**src/rtl/bdth_pkg.sv**
```systemverilog
// ----------------------------------------------------------------------------
// bdth_pkg
// Types and constants shared by the button debounce block and its checker.
// ----------------------------------------------------------------------------
package bdth_pkg;

  // Configuration register indexes
  typedef enum logic [2:0] {
    CFG_DEBOUNCE = 3'd0,
    CFG_HOLD_THR = 3'd1,
    CFG_IN_USE   = 3'd2,
    CFG_TYPE_MAP = 3'd3
  } cfg_reg_e;

  // Button type codes, two bits per button in the type map
  typedef enum logic [1:0] {
    KIND_IGNORE = 2'd0,
    KIND_ANALOG = 2'd1,
    KIND_DIRECT = 2'd2,
    KIND_TOGGLE = 2'd3
  } kind_e;

  localparam logic [15:0] DEBOUNCE_RESET = 16'd50;
  localparam logic [15:0] HOLD_THR_RESET = 16'd1000;
  localparam logic [4:0]  IN_USE_RESET   = 5'd16;
  localparam logic [31:0] TYPE_MAP_RESET = 32'd0;

  // floor(x / 1000) = floor((x >> 3) * DIV125_MAGIC >> DIV125_SHIFT), exact for 32-bit x
  localparam logic [29:0] DIV125_MAGIC = 30'd549755814;
  localparam int          DIV125_SHIFT = 36;

  typedef struct packed {
    logic [3:0]  button_index;
    logic        pin_level;
    logic [31:0] now_ms;
  } in_t;

  typedef struct packed {
    logic [3:0] result_index;
    logic       skipped;
    logic       output_state;
    logic       hold_active;
    logic [7:0] hold_seconds;
    logic       press_edge;
    logic       release_edge;
  } out_t;

  // Per-button state entry; hold time is kept in ms and turned into seconds
  // on the way out.
  typedef struct packed {
    logic        raw_seen;
    logic [31:0] raw_change_time;
    logic        debounced_level;
    logic        logical_output;
    logic        hold_flag;
    logic [31:0] held_ms;
    logic [31:0] hold_start_time;
  } entry_t;

  typedef struct packed {
    logic press_edge;
    logic release_edge;
  } edge_t;

endpackage

```
**src/rtl/bdth_update.sv**
```systemverilog
// ----------------------------------------------------------------------------
// bdth_update
// Next-state logic for one button entry: debounce, toggle and hold timing.
// ----------------------------------------------------------------------------
module bdth_update (
  input  bdth_pkg::entry_t cur,
  input  logic             pressed_now,
  input  logic [31:0]      now_ms,
  input  bdth_pkg::kind_e  kind,
  input  logic [15:0]      debounce_time_ms,
  input  logic [15:0]      hold_threshold_ms,
  output bdth_pkg::entry_t nxt,
  output bdth_pkg::edge_t  edges
);

  logic [31:0] stable_ms;
  logic [31:0] held_ms;

  always_comb begin
    nxt = cur;
    if (pressed_now != cur.raw_seen) begin
      nxt.raw_seen        = pressed_now;
      nxt.raw_change_time = now_ms;
    end

    stable_ms = now_ms - nxt.raw_change_time;
    if ((nxt.raw_seen != cur.debounced_level) &&
        (stable_ms >= {16'd0, debounce_time_ms})) begin
      nxt.debounced_level = nxt.raw_seen;
    end

    edges.press_edge   = nxt.debounced_level & ~cur.debounced_level;
    edges.release_edge = ~nxt.debounced_level & cur.debounced_level;

    held_ms = now_ms - cur.hold_start_time;
    if (kind == bdth_pkg::KIND_DIRECT) begin
      nxt.logical_output = nxt.debounced_level;
    end else begin
      if (edges.press_edge) begin
        nxt.logical_output  = ~cur.logical_output;
        nxt.hold_start_time = now_ms;
        nxt.hold_flag       = 1'b0;
        nxt.held_ms         = '0;
        held_ms             = '0;
      end
      if (nxt.debounced_level) begin
        if (held_ms >= {16'd0, hold_threshold_ms}) begin
          nxt.hold_flag = 1'b1;
          nxt.held_ms   = held_ms;
        end
      end else if (edges.release_edge) begin
        nxt.hold_flag = 1'b0;
        nxt.held_ms   = '0;
      end
    end
  end

endmodule

```
**src/rtl/bdth_sec_div.sv**
```systemverilog
// ----------------------------------------------------------------------------
// bdth_sec_div
// Whole seconds of a millisecond count, low eight bits, by reciprocal multiply.
// ----------------------------------------------------------------------------
module bdth_sec_div (
  input  logic [31:0] held_ms,
  output logic [7:0]  hold_seconds
);

  logic [58:0] product;

  // x / 1000 = (x / 8) / 125; the low three bits never reach the quotient
  assign product      = 59'(held_ms[31:3]) * 59'(bdth_pkg::DIV125_MAGIC);
  assign hold_seconds = product[bdth_pkg::DIV125_SHIFT +: 8];

endmodule

```
**src/rtl/button_debounce_toggle_hold.sv**
```systemverilog
// ----------------------------------------------------------------------------
// button_debounce_toggle_hold
// Per-button debounce with direct or toggle output and long-press hold report.
// ----------------------------------------------------------------------------
//
//  channel   signals                          direction  transaction
//  --------  -------------------------------  ---------  ---------------------
//  in        in_valid / in_ready / in_data    sink       one scan sample
//  out       out_valid / out_ready / out_data source     one result per sample
//  cfg       cfg_valid / cfg_ready / cfg_*    sink       one register write
//
//  One sample per cycle, sustained while out is not stalled. A result passes
//  through the memory read at the accepting edge, then the state update
//  into stage 2, then the seconds multiply into the output register.
//  The rate is set by the single state memory: each sample reads its entry
//  when accepted and writes it back from stage 1, with a forwarding register
//  covering back-to-back samples of the same button.
//  Reset clears the per-entry valid bits at once; no clearing pass is needed.
//  A stall on out freezes the whole pipeline and drops in_ready.
//
module button_debounce_toggle_hold #(
  parameter int NUM_BUTTONS = 16
) (
  input  logic             clk,
  input  logic             rst,

  input  logic             in_valid,
  output logic             in_ready,
  input  bdth_pkg::in_t    in_data,

  output logic             out_valid,
  input  logic             out_ready,
  output bdth_pkg::out_t   out_data,

  input  logic             cfg_valid,
  output logic             cfg_ready,
  input  logic [2:0]       cfg_index,
  input  logic [31:0]      cfg_data
);

  localparam int AW = (NUM_BUTTONS > 1) ? $clog2(NUM_BUTTONS) : 1;

  // --------------------------------------------------------------------------
  // Configuration registers
  // --------------------------------------------------------------------------
  logic [15:0] debounce_time_ms;
  logic [15:0] hold_threshold_ms;
  logic [4:0]  buttons_in_use;
  logic [31:0] button_type_map;

  assign cfg_ready = 1'b1;

  always_ff @(posedge clk) begin
    if (rst) begin
      debounce_time_ms  <= bdth_pkg::DEBOUNCE_RESET;
      hold_threshold_ms <= bdth_pkg::HOLD_THR_RESET;
      buttons_in_use    <= bdth_pkg::IN_USE_RESET;
      button_type_map   <= bdth_pkg::TYPE_MAP_RESET;
    end else if (cfg_valid) begin
      case (cfg_index)
        bdth_pkg::CFG_DEBOUNCE: debounce_time_ms  <= cfg_data[15:0];
        bdth_pkg::CFG_HOLD_THR: hold_threshold_ms <= cfg_data[15:0];
        bdth_pkg::CFG_IN_USE:   buttons_in_use    <= cfg_data[4:0];
        bdth_pkg::CFG_TYPE_MAP: button_type_map   <= cfg_data;
        default: ;  // writes beyond the register list are dropped
      endcase
    end
  end

  // --------------------------------------------------------------------------
  // Pipeline control: every stage advances together unless out is stalled
  // --------------------------------------------------------------------------
  logic advance;
  logic in_fire;

  assign advance  = !out_valid || out_ready;
  assign in_ready = advance;
  assign in_fire  = in_valid && advance;

  logic [AW-1:0] in_addr;
  assign in_addr = AW'(in_data.button_index);

  // --------------------------------------------------------------------------
  // State memory, one entry per button, registered read
  // --------------------------------------------------------------------------
  bdth_pkg::entry_t        mem [NUM_BUTTONS];
  logic [NUM_BUTTONS-1:0]  ent_valid;   // entry written since reset
  bdth_pkg::entry_t        rd_data;
  logic                    rd_valid;

  logic                    wr_en;
  logic [AW-1:0]           s1_addr;
  bdth_pkg::entry_t        upd_next;

  always_ff @(posedge clk) begin
    if (wr_en) begin
      mem[s1_addr] <= upd_next;
    end
    if (in_fire) begin
      rd_data  <= mem[in_addr];
      rd_valid <= ent_valid[in_addr];
    end
  end

  always_ff @(posedge clk) begin
    if (rst) begin
      ent_valid <= '0;
    end else if (wr_en) begin
      ent_valid[s1_addr] <= 1'b1;
    end
  end

  // --------------------------------------------------------------------------
  // Stage 1: state update and write-back
  // --------------------------------------------------------------------------
  logic             s1_valid;
  bdth_pkg::in_t    s1_in;
  logic             s1_fwd;        // read raced a write to the same entry
  bdth_pkg::entry_t s1_fwd_data;

  always_ff @(posedge clk) begin
    if (rst) begin
      s1_valid <= 1'b0;
      s1_fwd   <= 1'b0;
    end else if (advance) begin
      s1_valid <= in_valid;
      if (in_fire) begin
        // The entry being written this edge is newer than what the read saw
        s1_fwd <= wr_en && (s1_addr == in_addr);
      end
    end
  end

  always_ff @(posedge clk) begin
    if (in_fire) begin
      s1_in       <= in_data;
      s1_fwd_data <= upd_next;
    end
  end

  assign s1_addr = AW'(s1_in.button_index);

  bdth_pkg::entry_t cur;
  bdth_pkg::kind_e  s1_kind;
  logic             s1_skip;
  bdth_pkg::edge_t  s1_edges;

  always_comb begin
    if (s1_fwd) begin
      cur = s1_fwd_data;
    end else if (rd_valid) begin
      cur = rd_data;
    end else begin
      cur = '0;  // never written: reset state, released with zero times
    end
  end

  assign s1_kind = bdth_pkg::kind_e'(button_type_map[{s1_in.button_index, 1'b0} +: 2]);

  // Skip unused, out-of-range, ignored and analog buttons
  assign s1_skip = ({1'b0, s1_in.button_index} >= buttons_in_use) ||
                   (7'(s1_in.button_index) >= 7'(NUM_BUTTONS)) ||
                   (s1_kind == bdth_pkg::KIND_IGNORE) ||
                   (s1_kind == bdth_pkg::KIND_ANALOG);

  bdth_update u_update (
    .cur               (cur),
    .pressed_now       (~s1_in.pin_level),
    .now_ms            (s1_in.now_ms),
    .kind              (s1_kind),
    .debounce_time_ms  (debounce_time_ms),
    .hold_threshold_ms (hold_threshold_ms),
    .nxt               (upd_next),
    .edges             (s1_edges)
  );

  assign wr_en = s1_valid && advance && !s1_skip;

  // --------------------------------------------------------------------------
  // Stage 2: result fields, hold time still in ms
  // --------------------------------------------------------------------------
  logic           s2_valid;
  bdth_pkg::out_t s2_res;
  logic [31:0]    s2_held_ms;
  bdth_pkg::out_t s2_res_next;
  logic [31:0]    s2_held_ms_next;

  always_ff @(posedge clk) begin
    if (rst) begin
      s2_valid <= 1'b0;
    end else if (advance) begin
      s2_valid <= s1_valid;
    end
  end

  always_comb begin
    s2_res_next              = '0;
    s2_res_next.result_index = s1_in.button_index;
    s2_held_ms_next          = '0;
    if (s1_skip) begin
      s2_res_next.skipped = 1'b1;
    end else begin
      s2_res_next.output_state = upd_next.logical_output;
      s2_res_next.hold_active  = upd_next.hold_flag;
      s2_res_next.press_edge   = s1_edges.press_edge;
      s2_res_next.release_edge = s1_edges.release_edge;
      s2_held_ms_next          = upd_next.held_ms;
    end
  end

  always_ff @(posedge clk) begin
    if (advance) begin
      s2_res     <= s2_res_next;
      s2_held_ms <= s2_held_ms_next;
    end
  end

  // --------------------------------------------------------------------------
  // Output register: seconds from the held ms count
  // --------------------------------------------------------------------------
  logic [7:0]     s2_seconds;
  bdth_pkg::out_t out_data_next;

  bdth_sec_div u_sec_div (
    .held_ms      (s2_held_ms),
    .hold_seconds (s2_seconds)
  );

  always_comb begin
    out_data_next              = s2_res;
    out_data_next.hold_seconds = s2_seconds;
  end

  always_ff @(posedge clk) begin
    if (rst) begin
      out_valid <= 1'b0;
    end else if (advance) begin
      out_valid <= s2_valid;
    end
  end

  always_ff @(posedge clk) begin
    if (advance) begin
      out_data <= out_data_next;
    end
  end

endmodule

```
**config.mk**
```make
export PLATFORM = sky130hd
export DESIGN_NAME = button_debounce_toggle_hold
export DESIGN_NICKNAME = d
export VERILOG_FILES = /design/src/rtl/bdth_pkg.sv /design/src/rtl/bdth_update.sv /design/src/rtl/bdth_sec_div.sv /design/src/rtl/button_debounce_toggle_hold.sv
export SDC_FILE = /design/constraint.sdc
export NUM_CORES = 2
export LEC_CHECK = 0
export BUFFER_PORTS_ARGS = -buffer_cell sky130_fd_sc_hd__buf_2
export CORE_ASPECT_RATIO = 0.7
export CORE_MARGIN = 4
export CORE_UTILIZATION = 50
export DETAILED_ROUTE_END_ITERATION = 8
export GPL_TIMING_DRIVEN = 0
export HOLD_SLACK_MARGIN = 0.1
export PLACE_DENSITY = 0.77
export SLEW_MARGIN = 40
export SYNTH_ARGS = -nofsm -noshare
export SYNTH_HDL_FRONTEND = slang
export SYNTH_SLANG_ARGS = --single-unit
```
**constraint.sdc**
```tcl
create_clock -name clk -period 10.9 [get_ports clk]
set_input_delay 2.18 -clock clk [delete_from_list [all_inputs] [get_ports clk]]
set_output_delay 2.18 -clock clk [all_outputs]
set_load 0.02 [all_outputs]
```
==> flow_summary.toml <==
[worst_hold_path]
whs_path_depth = 0
hold_class = "reg2reg"

[die]
die_y_um = 359.8
die-area_sq_um = 183700
rows = 128
start_util = 0.5055
coreArea_sq_um = 174900
ios = 97
die-width_um = 510.6

[synth]
yosysMostFrequentCell = "edfxtp_1"
ys_seq_area_frac = 0.6448
yosys_most_used_dff = "edfxtp_1"
netlist_top_cells_count = "1839 x edfxtp_1, 500 x mux4_2, 457 x inv_1"
synth_top_area_frac = 0.6247
synthAdderAreaFrac = 0.1105
yosysTopAreaCell = "edfxtp_1"
synth_seq_cells = 1928
syn_nets = 5752
syn_avg_cell_area_sq_um = 17.53
synth_mux_area_frac = 0.1295
synth-xor-area-share = 0.006440
synth_top_family_by_area = "multiplexers"
synth_cells = 5044
synth-simple-area-share = 0.03145
syn_area_sq_um = 88400
ys_warn_count = 0
synthDistinctLibCells = 88
synth_edf_count = 1839
synthArstFlopShare = 0
synth_top_cells_by_area = "edfxtp_1 62%, mux4_2 13%, fa_1 5.7%"
synth_compound_area_frac = 0.04816

[layout]
final_area_sq_um = 102000
drive_gt1_frac = 0.2337
stdcell_count = 7995
syn2layout_area_growth_pct = 15.43
fin_nets = 6220
nFillCells = 12386

[worst_setup_path]
endpoint = "s2_held_ms[3]$_SDFFCE_PP0N_"
start_kind = "flip-flop"
crit_type = "reg2reg"
crit_path_start = "rd_valid$_DFFE_PP_"
r2r_end = "s2_held_ms[3]$_SDFFCE_PP0N_"
path_max_fanout = 13
reg2reg_depth = 43
cpMostUsedCell = "ha_1"
cpMaxStageDelayCell = "fa_1"
arrival_ns = 11.19
r2r_slack_ns = 0.22
r2r_start = "rd_valid$_DFFE_PP_"
cp-end-kind = "flip-flop"
worstPathRequired_ns = 11.41
crit_path_max_incr_delay_ns = 0.46

[sta]
fin_crit_ns = 10.68
max_clock_freq_mhz = 93.66
setup_violations = 0
slew_violations = 0
tightest_slew_ns = 0.9830
rsz0062_at_grt = "no"
hold_viol_final = 0
slew_headroom = 0.3400
finalClockSkew_ns = 0.03664
final.period_utilization = 0.9795
setup_tns_ns = 0

[placed_design]
place_inst = 7657
placed_area_sq_um = 95690
io_buffer_count = 93
post-dp-hpwl_mm = 181.2
place_congestion = 0.9646

[global_routing]
grt_pass1_wl_mm = 383.1
grt_pass1_vias = 52324
antenna_found_initial = 15
gr-total-overflow = 0
grt_max_degree = 73
track_usage = 0.2921

[run]
maxCapViolations = 0

[clock_network]
cts_tree = "done"
clkTransAtPathRegs_ns = 0.07
htreeDepth = 4
root_buffer = "clkbuf_16"
ctsLongestPathBuffers = 3
holdBufCountCts = 0
clkSinkCount = 1928
clock_latency_ns = 0.82
cts_made_buffers = 163

[outcome]
outcome = "completed"

[route]
viasPerCell = 6.529
route.antenna.remaining_nets = 0
drt_iter0_drc = 9039
avgRoutedWirePerCell_um = 33.51
wirelength_mm = 267.9
drc_errors = 0
first_pass_iters = 6
num_vias = 52197

[power_and_ir_drop]
power_mw = 16.37
power_density_nw_per_um2 = 160.5
vdd_drop_max_mv = 0.1646
leakage_nw = 36.86
## routing by layer
metal  vias up  GRT usage  part of all wire
met1     26553     0.4120              0.36
met4         4     0.1103             0.044
met5         -   0.005401           0.00060
met2      4300     0.4284              0.44
met3       701    0.09233              0.15
li1      20639          -                 -
## cells by family after synthesis
group | Yosys count
other cells | 1
buf+inv | 668
xor+xnor | 65
simple gates | 598
mux | 518
flops | 1928
fa+ha+maj | 631
compound gates | 635
## worst max-delay path, delay by kind of cell (launching register included)
| family | cells | cell delay, ns |
|---|---|---|
| simple gates | 15 | 3.50 |
| flops | 1 | 0.39 |
| buf+inv | 8 | 1.78 |
| compound gates | 14 | 3.02 |
| fa+ha+maj | 5 | 1.46 |
| xor+xnor | 1 | 0.18 |
## metrics by stage
stage	util	hold slack, ns	setup WS (ns)
after floorplan	-	0.4003	1.131
after global placement	0.5250	0.4046	-4.902
after detailed placement	0.5472	0.4054	-2.495
after CTS	0.5810	0.4221	0.03929
after global routing	0.5834	0.4326	0.06048
final	0.5835	0.4231	0.2234
## state kept, by name, indices dropped and copies added, names as in the netlist, 4 cells and up
register / cells
buttons_in_use: 5
debounce_time_ms: 16
s2_held_ms: 29
mem: 1552
s1_addr: 4
hold_threshold_ms: 16
s1_in: 33
ent_valid: 16
rd_data: 97
out_data_next: 9
s1_fwd_data: 97
button_type_map: 32
out_data: 17
## layout make-up
class                           instances  area [sq um]  share of cell area
Timing Repair Buffer                  306          4230             0.04146
Clock inverter                        106          1047             0.01026
Clock buffer                          192          4209             0.04125
Sequential cell                      1928         57000              0.5586
Multi-Input combinational cell       2448         29850              0.2926
Antenna cell                           10         25.02           0.0002452
Inverter                              457          1729             0.01695
Buffer                                208          1015            0.009944
Tap cell                             2340          2928             0.02869
## power by group
group	total [mW]	switching, mW	leakage (nW)	internal, mW
Clock	5.95	2.82	2.59	3.13
Combinational	1.98	1.28	16.5	0.701
Sequential	8.44	0.0980	17.8	8.34
Total	16.4	4.20	36.9	12.2
## how the worst min path moves through the flow
stage,start,end
after CTS,out_data_next[14]$_DFFE_PN_,out_data[14]$_DFFE_PN_
after global placement,out_data_next[14]$_DFFE_PN_,out_data[14]$_DFFE_PN_
after floorplan,out_data_next[0]$_SDFFCE_PP0N_,out_data[0]$_DFFE_PN_
final,out_data_next[14]$_DFFE_PN_,out_data[14]$_DFFE_PN_
after global routing,out_data_next[12]$_DFFE_PN_,out_data[12]$_DFFE_PN_
after detailed placement,out_data_next[14]$_DFFE_PN_,out_data[14]$_DFFE_PN_
## timing repair
action / CTS / global route
pin swaps: 21 / 3
resized for setup: 54 / 22
endpoints found under the setup margin: 1051 / 540
buffers inserted: 22 / 3
## cell usage in the layout, fill, tap and decap left out, types with 90 or more instances in the layout
master	Yosys	layout
mux4_2	500	500
buf_2	12	137
ha_1	381	381
a22oi_1	90	90
clkbuf_1	151	102
clkbuf_16	0	164
nand2_1	242	240
a21oi_1	189	154
inv_1	457	454
fa_1	250	250
nor2_1	149	137
edfxtp_1	1839	1839
Note: power is estimated with default switching activity, not from simulation.
